==> config.mk <==
export PLATFORM = sky130hd
export DESIGN_NAME = keypad_packet_key_decoder_top_flat
export DESIGN_NICKNAME = d
export VERILOG_FILES = /design/src/rtl/core/kpd_pkg.sv /design/src/rtl/core/kpd_in_if.sv /design/src/rtl/core/kpd_out_if.sv /design/src/rtl/core/kpd_cfg_if.sv /design/src/rtl/core/keypad_packet_key_decoder_top.sv /design/src/flat_wrapper.sv
export SDC_FILE = /design/constraint.sdc
export NUM_CORES = 1
export LEC_CHECK = 0
export BUFFER_PORTS_ARGS = -buffer_cell sky130_fd_sc_hd__buf_2
export CORE_MARGIN = 2
export CORE_UTILIZATION = 50
export DETAILED_ROUTE_END_ITERATION = 10
export HOLD_SLACK_MARGIN = 0.1
export PLACE_DENSITY = 0.74
export SLEW_MARGIN = 20
export SYNTH_ARGS = -nofsm -noshare
export SYNTH_HDL_FRONTEND = slang
export SYNTH_SLANG_ARGS = --single-unit
export TNS_END_PERCENT = 50
==> constraint.sdc <==
create_clock -name clk -period 2.8 [get_ports clk]
set_input_delay 0.56 -clock clk [delete_from_list [all_inputs] [get_ports clk]]
set_output_delay 0.56 -clock clk [all_outputs]
set_load 0.02 [all_outputs]
==> src/rtl/core/kpd_pkg.sv <==
// package: shared types and constants for the keypad packet key decoder
`timescale 1ns / 1ps

package kpd_pkg;

    // field widths
    localparam int BYTE_W   = 8;
    localparam int STATUS_W = 2;
    localparam int KEY_W    = 6;

    // frame status codes
    typedef enum logic [STATUS_W-1:0] {
        ST_COLLECT  = 2'd0,
        ST_SYNC_ERR = 2'd1,
        ST_DONE     = 2'd2
    } frame_status_t;

    // packet layout
    localparam logic [BYTE_W-1:0] SYNC_BYTE = 8'h55;
    localparam int IDX_ADDR  = 2;
    localparam int IDX_OP_HI = 3;
    localparam int IDX_OP_LO = 4;
    localparam int IDX_DATA  = 5;

    // opcode high values
    localparam logic [BYTE_W-1:0] OPH_DIR    = 8'h00;
    localparam logic [BYTE_W-1:0] OPH_ENTER  = 8'h01;
    localparam logic [BYTE_W-1:0] OPH_RETURN = 8'h02;
    localparam logic [BYTE_W-1:0] OPH_FUNC   = 8'h20;
    localparam logic [BYTE_W-1:0] OPH_SEARCH = 8'h25;
    localparam logic [BYTE_W-1:0] OPH_PAUSE  = 8'h80;

    // opcode low values under the direction group
    localparam logic [BYTE_W-1:0] OPL_CLEAR = 8'h00;
    localparam logic [BYTE_W-1:0] OPL_RIGHT = 8'h02;
    localparam logic [BYTE_W-1:0] OPL_LEFT  = 8'h04;
    localparam logic [BYTE_W-1:0] OPL_UP    = 8'h08;
    localparam logic [BYTE_W-1:0] OPL_DOWN  = 8'h10;
    localparam logic [BYTE_W-1:0] OPL_FF    = 8'h20;
    localparam logic [BYTE_W-1:0] OPL_RF    = 8'h40;
    localparam logic [BYTE_W-1:0] OPL_SETUP = 8'h5D;

    // function key data range
    localparam logic [BYTE_W-1:0] FUNC_DATA_MIN = 8'h01;
    localparam logic [BYTE_W-1:0] FUNC_DATA_MAX = 8'h17;

    // key codes
    localparam logic [KEY_W-1:0] KEY_NONE     = 6'd0;
    localparam logic [KEY_W-1:0] KEY_RIGHT    = 6'd1;
    localparam logic [KEY_W-1:0] KEY_LEFT     = 6'd2;
    localparam logic [KEY_W-1:0] KEY_FF       = 6'd3;
    localparam logic [KEY_W-1:0] KEY_RF       = 6'd4;
    localparam logic [KEY_W-1:0] KEY_UP       = 6'd5;
    localparam logic [KEY_W-1:0] KEY_DOWN     = 6'd6;
    localparam logic [KEY_W-1:0] KEY_SETUP    = 6'd7;
    localparam logic [KEY_W-1:0] KEY_ENTER    = 6'd8;
    localparam logic [KEY_W-1:0] KEY_RETURN   = 6'd9;
    localparam logic [KEY_W-1:0] KEY_FUNC_OFS = 6'd9;
    localparam logic [KEY_W-1:0] KEY_SEARCH   = 6'd33;
    localparam logic [KEY_W-1:0] KEY_PAUSE    = 6'd34;

endpackage

==> src/rtl/core/kpd_in_if.sv <==
// interface: input byte channel
`timescale 1ns / 1ps

interface kpd_in_if;
    import kpd_pkg::*;

    logic              valid;
    logic              ready;
    logic [BYTE_W-1:0] rx_byte;
    logic              line_error;
    logic              in_playback;

    modport source (output valid, output rx_byte, output line_error, output in_playback,
                    input ready);
    modport sink   (input valid, input rx_byte, input line_error, input in_playback,
                    output ready);
endinterface

==> src/rtl/core/kpd_out_if.sv <==
// interface: decoded result channel
`timescale 1ns / 1ps

interface kpd_out_if;
    import kpd_pkg::*;

    logic                valid;
    logic                ready;
    logic [STATUS_W-1:0] frame_status;
    logic [KEY_W-1:0]    key_code;

    modport source (output valid, output frame_status, output key_code, input ready);
    modport sink   (input valid, input frame_status, input key_code, output ready);
endinterface

==> src/rtl/core/kpd_cfg_if.sv <==
// interface: configuration write channel
`timescale 1ns / 1ps

interface kpd_cfg_if;
    import kpd_pkg::*;

    logic              valid;
    logic              ready;
    logic [BYTE_W-1:0] data;

    modport source (output valid, output data, input ready);
    modport sink   (input valid, input data, output ready);
endinterface

==> src/rtl/core/keypad_packet_key_decoder_top.sv <==
// top level: keypad packet collector and key decoder
//
// Usage: serial keyboard bytes enter on in_ch, one word per byte, with a
// line error flag and the recorder playback flag. Every accepted word gives
// exactly one word on out_ch: frame status (collecting, sync/line error,
// packet complete) and, on a complete packet, the decoded key code.
// cfg_ch writes the device address byte; it is always ready and is meant
// to be written while no word is in flight.
// Path: an accepted input word is held in the input register, then it is
// decoded into the result register, which drives out_ch.
// Throughput: one word per cycle while out_ch is not stalled; the decode,
// key latch and byte counter update together.
// A stalled receiver holds the result register; the input register still
// takes one more word, then in_ch.ready drops until out_ch drains.
// Reset clears the byte counter, the key latch, the device address and
// both valid flags; captured packet bytes need no reset since each is
// written before the decode reads it.
`timescale 1ns / 1ps

module keypad_packet_key_decoder_top #(
    parameter int PACKET_LENGTH = 11
) (
    input  logic         clk,
    input  logic         rst_n,
    kpd_in_if.sink       in_ch,
    kpd_out_if.source    out_ch,
    kpd_cfg_if.sink      cfg_ch
);
    import kpd_pkg::*;

    localparam int CNT_W = $clog2(PACKET_LENGTH);
    localparam logic [CNT_W-1:0] LAST_IDX = CNT_W'(PACKET_LENGTH - 1);

    // input register
    logic              in_valid_reg;
    logic [BYTE_W-1:0] in_byte_reg;
    logic              in_err_reg;
    logic              in_pb_reg;

    // frame state
    logic [CNT_W-1:0]  byte_count_reg, byte_count_next;
    logic              key_latch_reg, key_latch_next;
    logic [BYTE_W-1:0] device_address_reg;
    logic [BYTE_W-1:0] addr_reg, op_hi_reg, op_lo_reg, data_reg;

    // result register
    logic                out_valid_reg;
    frame_status_t       status_reg, status_next;
    logic [KEY_W-1:0]    key_reg, key_next;

    logic advance;
    logic in_fire;
    logic key_raw_latched;
    logic [KEY_W-1:0] key_raw;
    logic key_play_only;
    logic key_clear;

    assign advance   = !out_valid_reg || out_ch.ready;
    assign in_ch.ready = !in_valid_reg || advance;
    assign in_fire   = in_ch.valid && in_ch.ready;
    assign cfg_ch.ready = 1'b1;

    assign out_ch.valid        = out_valid_reg;
    assign out_ch.frame_status = status_reg;
    assign out_ch.key_code     = key_reg;

    // configuration register
    always_ff @(posedge clk or negedge rst_n)
    begin
        if (!rst_n)
        begin
            device_address_reg <= '0;
        end
        else if (cfg_ch.valid)
        begin
            device_address_reg <= cfg_ch.data;
        end
    end

    // input register
    always_ff @(posedge clk or negedge rst_n)
    begin
        if (!rst_n)
        begin
            in_valid_reg <= 1'b0;
        end
        else if (in_ch.ready)
        begin
            in_valid_reg <= in_ch.valid;
        end
    end

    always_ff @(posedge clk)
    begin
        if (in_fire)
        begin
            in_byte_reg <= in_ch.rx_byte;
            in_err_reg  <= in_ch.line_error;
            in_pb_reg   <= in_ch.in_playback;
        end
    end

    // key table lookup from captured packet bytes
    always_comb
    begin
        key_raw         = KEY_NONE;
        key_raw_latched = 1'b0;
        key_play_only   = 1'b0;
        key_clear       = 1'b0;
        unique case (op_hi_reg)
            OPH_DIR:
            begin
                unique case (op_lo_reg)
                    OPL_RIGHT:
                    begin
                        key_raw = KEY_RIGHT;
                        key_raw_latched = 1'b1;
                    end
                    OPL_LEFT:
                    begin
                        key_raw = KEY_LEFT;
                        key_raw_latched = 1'b1;
                    end
                    OPL_UP:
                    begin
                        key_raw = KEY_UP;
                        key_raw_latched = 1'b1;
                    end
                    OPL_DOWN:
                    begin
                        key_raw = KEY_DOWN;
                        key_raw_latched = 1'b1;
                    end
                    OPL_FF:
                    begin
                        key_raw = KEY_FF;
                        key_raw_latched = 1'b1;
                        key_play_only = 1'b1;
                    end
                    OPL_RF:
                    begin
                        key_raw = KEY_RF;
                        key_raw_latched = 1'b1;
                        key_play_only = 1'b1;
                    end
                    OPL_SETUP: key_raw = KEY_SETUP;
                    OPL_CLEAR: key_clear = 1'b1;
                    default:   key_raw = KEY_NONE;
                endcase
            end
            OPH_ENTER:
            begin
                key_raw = KEY_ENTER;
                key_raw_latched = 1'b1;
            end
            OPH_RETURN:
            begin
                key_raw = KEY_RETURN;
                key_raw_latched = 1'b1;
            end
            OPH_FUNC:
            begin
                if (data_reg >= FUNC_DATA_MIN && data_reg <= FUNC_DATA_MAX)
                begin
                    key_raw = data_reg[KEY_W-1:0] + KEY_FUNC_OFS;
                end
            end
            OPH_SEARCH: key_raw = KEY_SEARCH;
            OPH_PAUSE:  key_raw = KEY_PAUSE;
            default:    key_raw = KEY_NONE;
        endcase
    end

    // frame control and latch update for the word in the input register
    always_comb
    begin
        byte_count_next = byte_count_reg;
        key_latch_next  = key_latch_reg;
        status_next     = ST_COLLECT;
        key_next        = KEY_NONE;
        if (in_err_reg)
        begin
            byte_count_next = '0;
            status_next     = ST_SYNC_ERR;
        end
        else if (byte_count_reg == '0 && in_byte_reg != SYNC_BYTE)
        begin
            status_next = ST_SYNC_ERR;
        end
        else if (byte_count_reg == LAST_IDX)
        begin
            byte_count_next = '0;
            status_next     = ST_DONE;
            if (addr_reg == device_address_reg)
            begin
                if (key_clear)
                begin
                    key_latch_next = 1'b0;
                end
                else if (key_raw_latched)
                begin
                    if (!key_latch_reg && (!key_play_only || in_pb_reg))
                    begin
                        key_next       = key_raw;
                        key_latch_next = 1'b1;
                    end
                end
                else
                begin
                    key_next = key_raw;
                end
            end
        end
        else
        begin
            byte_count_next = byte_count_reg + 1'b1;
        end
    end

    // state and result registers
    always_ff @(posedge clk or negedge rst_n)
    begin
        if (!rst_n)
        begin
            byte_count_reg <= '0;
            key_latch_reg  <= 1'b0;
            out_valid_reg  <= 1'b0;
        end
        else if (advance)
        begin
            out_valid_reg <= in_valid_reg;
            if (in_valid_reg)
            begin
                byte_count_reg <= byte_count_next;
                key_latch_reg  <= key_latch_next;
            end
        end
    end

    // captured packet bytes and result payload
    always_ff @(posedge clk)
    begin
        if (advance && in_valid_reg)
        begin
            status_reg <= status_next;
            key_reg    <= key_next;
            if (!in_err_reg)
            begin
                if (byte_count_reg == CNT_W'(IDX_ADDR))  addr_reg  <= in_byte_reg;
                if (byte_count_reg == CNT_W'(IDX_OP_HI)) op_hi_reg <= in_byte_reg;
                if (byte_count_reg == CNT_W'(IDX_OP_LO)) op_lo_reg <= in_byte_reg;
                if (byte_count_reg == CNT_W'(IDX_DATA))  data_reg  <= in_byte_reg;
            end
        end
    end

endmodule
==> src/flat_wrapper.sv <==
// flat-port wrapper written by rule: the top's interface ports become plain ports
module keypad_packet_key_decoder_top_flat import kpd_pkg::*;
#(
    parameter int PACKET_LENGTH = 11
)
  (clk, rst_n, in_ch_valid, in_ch_rx_byte, in_ch_line_error, in_ch_in_playback, in_ch_ready, out_ch_valid, out_ch_frame_status, out_ch_key_code, out_ch_ready, cfg_ch_valid, cfg_ch_data, cfg_ch_ready);
  kpd_in_if in_ch_i ();
  kpd_out_if out_ch_i ();
  kpd_cfg_if cfg_ch_i ();
  input  logic clk;
  input  logic rst_n;
  input wire logic [$bits(in_ch_i.valid)-1:0] in_ch_valid;
  input wire logic [$bits(in_ch_i.rx_byte)-1:0] in_ch_rx_byte;
  input wire logic [$bits(in_ch_i.line_error)-1:0] in_ch_line_error;
  input wire logic [$bits(in_ch_i.in_playback)-1:0] in_ch_in_playback;
  output wire logic [$bits(in_ch_i.ready)-1:0] in_ch_ready;
  output wire logic [$bits(out_ch_i.valid)-1:0] out_ch_valid;
  output wire logic [$bits(out_ch_i.frame_status)-1:0] out_ch_frame_status;
  output wire logic [$bits(out_ch_i.key_code)-1:0] out_ch_key_code;
  input wire logic [$bits(out_ch_i.ready)-1:0] out_ch_ready;
  input wire logic [$bits(cfg_ch_i.valid)-1:0] cfg_ch_valid;
  input wire logic [$bits(cfg_ch_i.data)-1:0] cfg_ch_data;
  output wire logic [$bits(cfg_ch_i.ready)-1:0] cfg_ch_ready;
  assign in_ch_i.valid = in_ch_valid;
  assign in_ch_i.rx_byte = in_ch_rx_byte;
  assign in_ch_i.line_error = in_ch_line_error;
  assign in_ch_i.in_playback = in_ch_in_playback;
  assign in_ch_ready = in_ch_i.ready;
  assign out_ch_valid = out_ch_i.valid;
  assign out_ch_frame_status = out_ch_i.frame_status;
  assign out_ch_key_code = out_ch_i.key_code;
  assign out_ch_i.ready = out_ch_ready;
  assign cfg_ch_i.valid = cfg_ch_valid;
  assign cfg_ch_i.data = cfg_ch_data;
  assign cfg_ch_ready = cfg_ch_i.ready;
  keypad_packet_key_decoder_top #(.PACKET_LENGTH(PACKET_LENGTH)) u_core (.clk(clk), .rst_n(rst_n), .in_ch(in_ch_i), .out_ch(out_ch_i), .cfg_ch(cfg_ch_i));
endmodule
==> report_table.html, run 1 <==
<table>
<tr><th>Metric</th><th>Value</th></tr>
<tr><th colspan="2">Critical path</th></tr>
<tr><td>Highest net fanout along the worst path</td><td>7</td></tr>
<tr><td>Chain of cells forming the critical path</td><td>or4_1 &gt; nor3_2 &gt; a21oi_1 &gt; nand3b_1 &gt; and3_1</td></tr>
<tr><td>Critical path start-end classification</td><td>reg -&gt; reg</td></tr>
<tr><td>Worst-path cell with the longest stage delay</td><td>sky130_fd_sc_hd__or4_1</td></tr>
<tr><td>Type of destination of the critical path</td><td>flop</td></tr>
<tr><td>Worst path max stage delay</td><td>roughly 0.68 ns</td></tr>
<tr><td>Critical path data required time</td><td>approximately 2.9 ns</td></tr>
<tr><td>Arrival @ worst endpoint</td><td>2.37 ns</td></tr>
<tr><td>Sort of element at the start of the critical path</td><td>flop</td></tr>
<tr><th colspan="2">Synth</th></tr>
<tr><td>Syn Nets</td><td>247</td></tr>
<tr><td>Cells taking the most area after synthesis</td><td>sky130_fd_sc_hd__edfxtp_1 (51%), sky130_fd_sc_hd__dfrtp_1 (13%), sky130_fd_sc_hd__xnor2_1 (4.2%)</td></tr>
<tr><td>Synth warnings</td><td>0</td></tr>
<tr><td>Average size of a mapped cell</td><td>~13 um2</td></tr>
<tr><td>Fraction of registers with async set or reset after synthesis</td><td>between 20% and 30%</td></tr>
<tr><td>Cell type with the largest total area after synthesis</td><td>sky130_fd_sc_hd__edfxtp_1</td></tr>
<tr><td>Distinct cells, synth</td><td>50</td></tr>
<tr><td>Share of the synthesized area in the top cell type</td><td>about 50%</td></tr>
<tr><td>Gate Count Post-Synth</td><td>around 220</td></tr>
<tr><td>Post-synthesis sequential area ratio</td><td>between 60% and 70%</td></tr>
<tr><td>Synthesized cell area</td><td>~0.0030 mm2</td></tr>
<tr><td>Main synth FF type</td><td>sky130_fd_sc_hd__edfxtp_1</td></tr>
<tr><td>Synthesized flop and latch total</td><td>65</td></tr>
<tr><td>Number of flops mapped to enable cells by yosys</td><td>50</td></tr>
<tr><th colspan="2">Place</th></tr>
<tr><td>Post-Place Setup Slack</td><td>between 0.5 and 0.6 ns</td></tr>
<tr><td>Placed instance area</td><td>roughly 0.0032 mm2</td></tr>
<tr><td>Port buffer count</td><td>32</td></tr>
<tr><td>Global placer's final weighted congestion</td><td>a little under 0.9</td></tr>
<tr><td>Cell count after placement</td><td>318</td></tr>
<tr><td>HPWL after DPL</td><td>around 3800 um</td></tr>
<tr><th colspan="2">Timing</th></tr>
<tr><td>Final worst path period need</td><td>~2.3 ns</td></tr>
<tr><td>Setup repair after global routing missed its margin</td><td>false</td></tr>
<tr><td>Final slew viol count</td><td>0</td></tr>
<tr><td>Max-Slew Margin vs Limit</td><td>about two thirds</td></tr>
<tr><td>Maximum achievable frequency</td><td>~440 MHz</td></tr>
<tr><td>Aggregate negative setup slack</td><td>0 ns</td></tr>
<tr><td>Slew of the pin with the lowest slew margin</td><td>around 0.50 ns</td></tr>
<tr><td>Worst hold slack</td><td>between 0.1 and 0.15 ns</td></tr>
<tr><td>Crit path setup slack, layout</td><td>0.526 ns</td></tr>
<tr><td>Count of final hold-check violations</td><td>0</td></tr>
<tr><td>Period Utilization, post-route</td><td>81.2%</td></tr>
<tr><td>Final Setup Violations</td><td>0</td></tr>
<tr><td>Worst clock skew on the final layout</td><td>between 0.009 and 0.01 ns</td></tr>
<tr><th colspan="2">Final layout</th></tr>
<tr><td>Final net count</td><td>about 280</td></tr>
<tr><td>Most common library cell in the layout ignoring fill and taps</td><td>sky130_fd_sc_hd__edfxtp_1</td></tr>
<tr><td>Area of all placed cells without fillers</td><td>roughly 0.0034 mm2</td></tr>
<tr><td>Highest-count cells in the layout ignoring fill and taps</td><td>sky130_fd_sc_hd__edfxtp_1 (50), sky130_fd_sc_hd__buf_2 (32), sky130_fd_sc_hd__dfrtp_1 (15)</td></tr>
<tr><td>Fraction of layout instances using a drive strength above 1</td><td>about 25%</td></tr>
<tr><td>Antenna diodes</td><td>0</td></tr>
<tr><td>Non-filler instance count after layout</td><td>~330</td></tr>
<tr><td>Final Core Density</td><td>roughly three fifths</td></tr>
<tr><td>Synthesis-to-finish area growth</td><td>14.2%</td></tr>
<tr><th colspan="2">Clocking</th></tr>
<tr><td>Worst-Skew Late Latency</td><td>0.34 ns</td></tr>
<tr><td>Cts bufs inserted</td><td>9</td></tr>
<tr><td>Post-CTS Repair Setup Buffers</td><td>0</td></tr>
<tr><td>CTS Buffer Depth</td><td>2</td></tr>
<tr><td>CTS H-Tree Depth</td><td>3</td></tr>
<tr><td>Hold Buf Count CTS</td><td>0</td></tr>
<tr><td>Number of resized instances in the post-cts repair step</td><td>0</td></tr>
<tr><td>Sinks on Clock Net</td><td>65</td></tr>
<tr><td>Master cell of the clock root buffer</td><td>sky130_fd_sc_hd__clkbuf_8</td></tr>
<tr><td>TritonCTS clock tree</td><td>done</td></tr>
<tr><td>Clock slew seen by the registers of the worst setup and hold paths</td><td>roughly 0.07 ns</td></tr>
<tr><th colspan="2">Floorplanning</th></tr>
<tr><td>Core footprint</td><td>between 0.005 and 0.006 mm2</td></tr>
<tr><td>Number of top-level pins</td><td>34</td></tr>
<tr><td>Placement row count</td><td>27</td></tr>
<tr><td>Width of the chip</td><td>a little over 80 um</td></tr>
<tr><td>Initial core utilization</td><td>about 53%</td></tr>
<tr><td>Die height</td><td>roughly 81 um</td></tr>
<tr><td>Die Footprint</td><td>0.00654 mm2</td></tr>
<tr><th colspan="2">Drt</th></tr>
<tr><td>Per-cell routed wire length</td><td>between 15 and 20 um</td></tr>
<tr><td>Number of optimization iterations in the first detailed-route pass</td><td>5</td></tr>
<tr><td>Detail Route Antenna Nets</td><td>0</td></tr>
<tr><td>Starting DRT DRC Count</td><td>approximately 260</td></tr>
<tr><td>Overall via count from detail_route</td><td>1,874</td></tr>
<tr><td>Post-detailed-routing wire length</td><td>approximately 5300 um</td></tr>
<tr><td>Via density</td><td>about 5.6</td></tr>
<tr><td>Detailed-route DRC error count</td><td>0</td></tr>
<tr><th colspan="2">Hold path</th></tr>
<tr><td>Tightest Hold Check Type</td><td>in -&gt; async</td></tr>
<tr><th colspan="2">Power and ir drop</th></tr>
<tr><td>Combinational fraction of design power</td><td>between 10% and 20%</td></tr>
<tr><td>Power dissipated by switching net loads</td><td>approximately 600 uW</td></tr>
<tr><td>Largest voltage drop on the vdd net</td><td>0.000351 V</td></tr>
<tr><td>Switching portion of total power</td><td>between 20% and 30%</td></tr>
<tr><td>Internal</td><td>between 1.5 and 2 mW</td></tr>
<tr><td>Lkg Pwr</td><td>between 1 and 1.5 nW</td></tr>
<tr><td>Pwr/cell area</td><td>667 mW/mm2</td></tr>
<tr><td>Part of the total power dissipated in sequential elements</td><td>around 55%</td></tr>
<tr><td>Clk pwr share</td><td>between 30% and 40%</td></tr>
<tr><td>Overall power</td><td>2.25 mW</td></tr>
<tr><th colspan="2">GRT</th></tr>
<tr><td>Largest net degree at the start of global routing</td><td>16</td></tr>
<tr><td>GRT Util Overall</td><td>about a fifth</td></tr>
<tr><td>Vias in the first global route</td><td>around 1,900</td></tr>
<tr><td>Initial antenna violation count</td><td>0</td></tr>
<tr><td>Total gr overflow</td><td>0</td></tr>
<tr><td>Wire length of the first global-routing pass</td><td>9160 um</td></tr>
<tr><th colspan="2">Run status</th></tr>
<tr><td>Status</td><td>finished clean</td></tr>
<tr><th colspan="2">Job</th></tr>
<tr><td>Max-cap violations</td><td>0</td></tr>
</table>
critical path, delay by kind of cell (launching register included):
kind | cells | cell delay [ns]
flops | 1 | 0.52
compound gates | 1 | 0.10
simple gates | 4 | 1.41
layer usage:
layer	vias to the layer above	track usage (%)	wire length, um
li1	916	-	-
met1	896	25.8	2360
met2	56	29.6	2540
met3	6	7.11	298
met4	0	8.31	86
met5	-	0	0
power by group through the flow:
stage / registers [mW] / clock network [mW] / logic (mW)
floorplan: 1.21 / 0 / 0.197
global placement: 1.24 / 0 / 0.236
detailed placement: 1.25 / 0 / 0.246
CTS: 1.23 / 0.795 / 0.248
global route: 1.25 / 0.840 / 0.287
finish: 1.23 / 0.774 / 0.246
Yosys cell counts, drive strengths merged, types with 2 or more instances:
cell type  instances
nand2             11
nor2              11
o21ai              7
edfxtp            50
nor3b              3
and2               2
nand3b             3
nand3              8
xnor2             14
o211ai             2
nor4b              2
nand2b             6
nand4              5
or3                4
dfrtp             15
inv                5
nor3               4
a21oi              7
ha                 3
and3               5
nor4bb             2
o22ai              2
o32ai              2
a22oi              2
mux2               8
buf                3
nor4               8
a31oi              2
or4                3
xor2               4
clkbuf             6
cells by family (layout without fill, tap and decap cells):
kind of cell	count (synthesis)	in the layout	share of synthesized area, %
buf+inv	14	55	1.99
flops	65	65	63.6
mux	9	9	3.39
xor+xnor	18	18	5.34
simple gates	80	80	16.7
fa+ha+maj	3	3	1.27
other cells	1	1	0.127
compound gates	31	31	7.63
layout make-up:
| class | count | area (um2) |
|---|---|---|
| Inverter | 5 | 18.8 |
| Clock inverter | 7 | 70.1 |
| Tap cell | 72 | 90.1 |
| Timing Repair Buffer | 34 | 175 |
| Clock buffer | 9 | 124 |
| Multi-Input combinational cell | 142 | 1020 |
| Sequential cell | 65 | 1880 |
| Fill cell | 477 | 2240 |
worst paths after layout:
path	startpoint	slack [ns]	to	cells after the start
setup / recovery	u_core.op_hi_reg[0]$_DFFE_PP_	0.53	u_core.out_ch.key_code[3]$_SDFFCE_PP0P_	5
hold / removal	rst_n	0.11	u_core.byte_count_reg[3]$_DFFE_PN0P_	1
setup reg to reg	u_core.op_hi_reg[0]$_DFFE_PP_	0.53	u_core.out_ch.key_code[3]$_SDFFCE_PP0P_	5
hold reg to reg	u_core.in_valid_reg$_DFFE_PN0N_	0.49	u_core.out_ch.valid$_DFFE_PN0N_	1
max in group asynchronous	rst_n	2.43	u_core.device_address_reg[0]$_DFFE_PN0P_	1
min in group clk	in_ch_rx_byte[4]	0.39	u_core.in_byte_reg[4]$_DFFE_PP_	1
Power figures use the tool's default switching activity.
==> run 2, diff against run 1 <==
--- a/config.mk
+++ b/config.mk
@@ -10,7 +10,7 @@
 export CORE_UTILIZATION = 50
 export DETAILED_ROUTE_END_ITERATION = 10
 export HOLD_SLACK_MARGIN = 0.1
-export PLACE_DENSITY = 0.74
+export PLACE_DENSITY = 0.77
 export SLEW_MARGIN = 20
 export SYNTH_ARGS = -nofsm -noshare
 export SYNTH_HDL_FRONTEND = slang
==> constraint.sdc (replaced) <==
create_clock -name clk -period 1.9 [get_ports clk]
set_input_delay 0.38 -clock clk [delete_from_list [all_inputs] [get_ports clk]]
set_output_delay 0.38 -clock clk [all_outputs]
set_load 0.02 [all_outputs]
==> run 2 against run 1 <==
Effect of this change:
- the flow now finishes with violations (negative setup slack)
- setup slack worse by 0.65 ns
- via count up 7.4%
- wire length rose by 10%
- clock-buffer cell count unchanged
- fmax grew 13%
- clock skew shrank 0.0024 ns
- final area increased by 7.4%
- power rose by 48%
==> report_table.html, run 2 (synthesized netlist as in run 1, its figures left out) <==
<table>
<tr><th>Metric</th><th>Value</th></tr>
<tr><th colspan="2">Run status</th></tr>
<tr><td>Status</td><td>finished with violations</td></tr>
<tr><td>Failing checks</td><td>negative setup slack</td></tr>
<tr><th colspan="2">Timing</th></tr>
<tr><td>Setup repair after global routing missed its margin</td><td>true</td></tr>
<tr><td>Worst clock skew on the final layout</td><td>0.00727 ns (-0.00237 ns)</td></tr>
<tr><td>Final Setup Violations</td><td>6 (+6)</td></tr>
<tr><td>Period Utilization, post-route</td><td>106% (+25 points)</td></tr>
<tr><td>Aggregate negative setup slack</td><td>-0.636 ns (-0.636 ns)</td></tr>
<tr><td>Maximum achievable frequency</td><td>495 MHz (+13%)</td></tr>
<tr><td>Max-Slew Margin vs Limit</td><td>67.0% (+0.82 points)</td></tr>
<tr><td>Count of final hold-check violations</td><td>0 (unchanged)</td></tr>
<tr><td>Worst hold slack</td><td>0.210 ns (+0.0966 ns)</td></tr>
<tr><td>Crit path setup slack, layout</td><td>-0.121 ns (-0.646 ns)</td></tr>
<tr><td>Slew of the pin with the lowest slew margin</td><td>0.491 ns (-0.0122 ns)</td></tr>
<tr><td>Final slew viol count</td><td>0 (unchanged)</td></tr>
<tr><td>Final worst path period need</td><td>2.02 ns (-0.254 ns)</td></tr>
<tr><th colspan="2">Place</th></tr>
<tr><td>HPWL after DPL</td><td>4190 um (+11%)</td></tr>
<tr><td>Port buffer count</td><td>32 (unchanged)</td></tr>
<tr><td>Cell count after placement</td><td>345 (+8.5%)</td></tr>
<tr><td>Placed instance area</td><td>0.00339 mm2 (+6.6%)</td></tr>
<tr><td>Global placer's final weighted congestion</td><td>0.933 (+6.9%)</td></tr>
<tr><th colspan="2">Critical path</th></tr>
<tr><td>Worst path max stage delay</td><td>0.61 ns (-0.07 ns)</td></tr>
<tr><td>Chain of cells forming the critical path</td><td>or4_4 &gt; buf_4 &gt; or3_1 &gt; o211ai_1 &gt; o211a_1</td></tr>
<tr><td>Type of destination of the critical path</td><td>flop</td></tr>
<tr><td>Sort of element at the start of the critical path</td><td>flop</td></tr>
<tr><td>Critical path start-end classification</td><td>reg -&gt; reg</td></tr>
<tr><td>Arrival @ worst endpoint</td><td>2.23 ns (-0.14 ns)</td></tr>
<tr><td>Highest net fanout along the worst path</td><td>4 (-3)</td></tr>
<tr><td>Worst-path cell with the longest stage delay</td><td>sky130_fd_sc_hd__or4_4</td></tr>
<tr><td>Critical path data required time</td><td>2.11 ns (-0.78 ns)</td></tr>
<tr><th colspan="2">Floorplanning</th></tr>
<tr><td>Initial core utilization</td><td>52.7% (unchanged)</td></tr>
<tr><td>Placement row count</td><td>27 (unchanged)</td></tr>
<tr><td>Number of top-level pins</td><td>34 (unchanged)</td></tr>
<tr><td>Die height</td><td>80.9 um (unchanged)</td></tr>
<tr><td>Core footprint</td><td>0.00561 mm2 (unchanged)</td></tr>
<tr><td>Width of the chip</td><td>80.9 um (unchanged)</td></tr>
<tr><td>Die Footprint</td><td>0.00654 mm2 (unchanged)</td></tr>
<tr><th colspan="2">Final layout</th></tr>
<tr><td>Fraction of layout instances using a drive strength above 1</td><td>33.6% (+8.8 points)</td></tr>
<tr><td>Final net count</td><td>313 (+11%)</td></tr>
<tr><td>Highest-count cells in the layout ignoring fill and taps</td><td>sky130_fd_sc_hd__edfxtp_1 (50), sky130_fd_sc_hd__buf_2 (32), sky130_fd_sc_hd__buf_4 (31)</td></tr>
<tr><td>Synthesis-to-finish area growth</td><td>22.7%</td></tr>
<tr><td>Filler Cells Inserted</td><td>431 (-9.6%)</td></tr>
<tr><td>Area of all placed cells without fillers</td><td>0.00362 mm2 (+7.4%)</td></tr>
<tr><td>Antenna diodes</td><td>0 (unchanged)</td></tr>
<tr><td>Most common library cell in the layout ignoring fill and taps</td><td>sky130_fd_sc_hd__edfxtp_1</td></tr>
<tr><td>Non-filler instance count after layout</td><td>364 (+9.0%)</td></tr>
<tr><td>Final Core Density</td><td>64.6% (+4.5 points)</td></tr>
<tr><th colspan="2">Clocking</th></tr>
<tr><td>Sinks on Clock Net</td><td>65 (unchanged)</td></tr>
<tr><td>Clock slew seen by the registers of the worst setup and hold paths</td><td>0.08 ns (about the same)</td></tr>
<tr><td>Worst-Skew Late Latency</td><td>0.34 ns (about the same)</td></tr>
<tr><td>Master cell of the clock root buffer</td><td>sky130_fd_sc_hd__clkbuf_8</td></tr>
<tr><td>CTS H-Tree Depth</td><td>3 (unchanged)</td></tr>
<tr><td>Cts bufs inserted</td><td>9 (unchanged)</td></tr>
<tr><td>TritonCTS clock tree</td><td>done</td></tr>
<tr><td>CTS Buffer Depth</td><td>2 (unchanged)</td></tr>
<tr><th colspan="2">Power and ir drop</th></tr>
<tr><td>Switching portion of total power</td><td>28.2% (+1.4 points)</td></tr>
<tr><td>Clk pwr share</td><td>31.9% (-2.5 points)</td></tr>
<tr><td>Pwr/cell area</td><td>918 mW/mm2 (+38%)</td></tr>
<tr><td>Combinational fraction of design power</td><td>15.9% (+5.0 points)</td></tr>
<tr><td>Internal</td><td>2.39 mW (+45%)</td></tr>
<tr><td>Part of the total power dissipated in sequential elements</td><td>52.2% (-2.4 points)</td></tr>
<tr><td>Largest voltage drop on the vdd net</td><td>0.000606 V (+73%)</td></tr>
<tr><td>Lkg Pwr</td><td>1.35 nW (+13%)</td></tr>
<tr><td>Power dissipated by switching net loads</td><td>938 uW (+56%)</td></tr>
<tr><th colspan="2">Drt</th></tr>
<tr><td>Detail Route Antenna Nets</td><td>0 (unchanged)</td></tr>
<tr><td>Detailed-route DRC error count</td><td>0 (unchanged)</td></tr>
<tr><td>Per-cell routed wire length</td><td>16.0 um (+1.1%)</td></tr>
<tr><td>Post-detailed-routing wire length</td><td>5830 um (+10%)</td></tr>
<tr><td>Via density</td><td>5.53 (-1.4%)</td></tr>
<tr><td>Number of optimization iterations in the first detailed-route pass</td><td>4 (-1)</td></tr>
<tr><td>Overall via count from detail_route</td><td>2,013 (+7.4%)</td></tr>
<tr><td>Starting DRT DRC Count</td><td>174 (-33%)</td></tr>
<tr><th colspan="2">GRT</th></tr>
<tr><td>Total gr overflow</td><td>0 (unchanged)</td></tr>
<tr><td>GRT Util Overall</td><td>19.9% (+0.21 points)</td></tr>
<tr><td>Vias in the first global route</td><td>2,014 (+8.3%)</td></tr>
<tr><td>Largest net degree at the start of global routing</td><td>16 (unchanged)</td></tr>
<tr><td>Wire length of the first global-routing pass</td><td>9560 um (+4.4%)</td></tr>
<tr><td>Initial antenna violation count</td><td>0 (unchanged)</td></tr>
<tr><th colspan="2">Job</th></tr>
<tr><td>Max-cap violations</td><td>0 (unchanged)</td></tr>
<tr><th colspan="2">Hold path</th></tr>
<tr><td>Tightest Hold Check Type</td><td>in -&gt; reg</td></tr>
</table>
run 2: final timing paths:
check,start,endpoint,slack (ns),cells past startpoint
hold reg to reg,u_core.in_valid_reg$_DFFE_PN0N_,u_core.out_ch.valid$_DFFE_PN0N_,0.50,1
setup / recovery,u_core.op_hi_reg[4]$_DFFE_PP_,u_core.out_ch.key_code[0]$_SDFFCE_PP0P_,-0.12,5
min in group asynchronous,rst_n,u_core.byte_count_reg[0]$_DFFE_PN0P_,0.47,2
hold / removal,in_ch_rx_byte[5],u_core.in_byte_reg[5]$_DFFE_PP_,0.21,1
max in group asynchronous,rst_n,u_core.device_address_reg[4]$_DFFE_PN0P_,1.16,2
setup reg to reg,u_core.op_hi_reg[4]$_DFFE_PP_,u_core.out_ch.key_code[0]$_SDFFCE_PP0P_,-0.12,5
run 2: power groups by stage:
| stage | Clock, mW | Sequential (mW) | Combinational [mW] |
|---|---|---|---|
| 2_1_floorplan | 0 | 1.78 | 0.292 |
| 3_3_place_gp | 0 | 1.76 | 0.504 |
| 3_5_place_dp | 0 | 1.76 | 0.523 |
| 4_1_cts | 1.09 | 1.73 | 0.528 |
| 5_1_grt | 1.14 | 1.75 | 0.600 |
| 6_report | 1.06 | 1.73 | 0.529 |
run 2: worst max-delay path: cells and delay by family (launching register included):
kind / cells / cell delay (ns)
AO/OA/AOI/OAI: 2 / 0.33
flip-flops: 1 / 0.41
buffers and inverters: 1 / 0.17
AND/OR/NAND/NOR: 2 / 0.99
run 2: cell type report:
| cell class | instances | area [um2] | area share, % |
|---|---|---|---|
| Clock inverter | 7 | 60.1 | 1.66 |
| Multi-Input combinational cell | 142 | 1050 | 29.0 |
| Tap cell | 72 | 90.1 | 2.49 |
| Sequential cell | 65 | 1880 | 51.8 |
| Inverter | 5 | 18.8 | 0.518 |
| Clock buffer | 9 | 124 | 3.42 |
| Timing Repair Buffer | 64 | 403 | 11.1 |
run 2: timing repair:
| action | CTS | global route |
|---|---|---|
| pin swaps | 6 | 4 |
| hold buffers | 1 | 0 |
| buffers inserted | 2 | 0 |
| endpoints found under the setup margin | 6 | 7 |
| endpoints found under the hold margin | 15 | 0 |
| resized for setup | 3 | 2 |
run 2: per-layer routing:
layer | vias to the layer above | track usage, % | routed length, um
li1 | 983 | - | -
met1 | 961 | 23.4 | 2380
met2 | 62 | 35.2 | 3050
met3 | 7 | 6.22 | 321
met4 | 0 | 5.08 | 81
met5 | - | 0 | 0
run 2: stage by stage:
stage / worst slack, ns / power, mW
after floorplan: -0.185 / 2.07
after global placement: -0.140 / 2.26
after detailed placement: -0.197 / 2.29
after CTS: -0.0839 / 3.35
after global routing: -0.182 / 3.49
final: -0.121 / 3.33
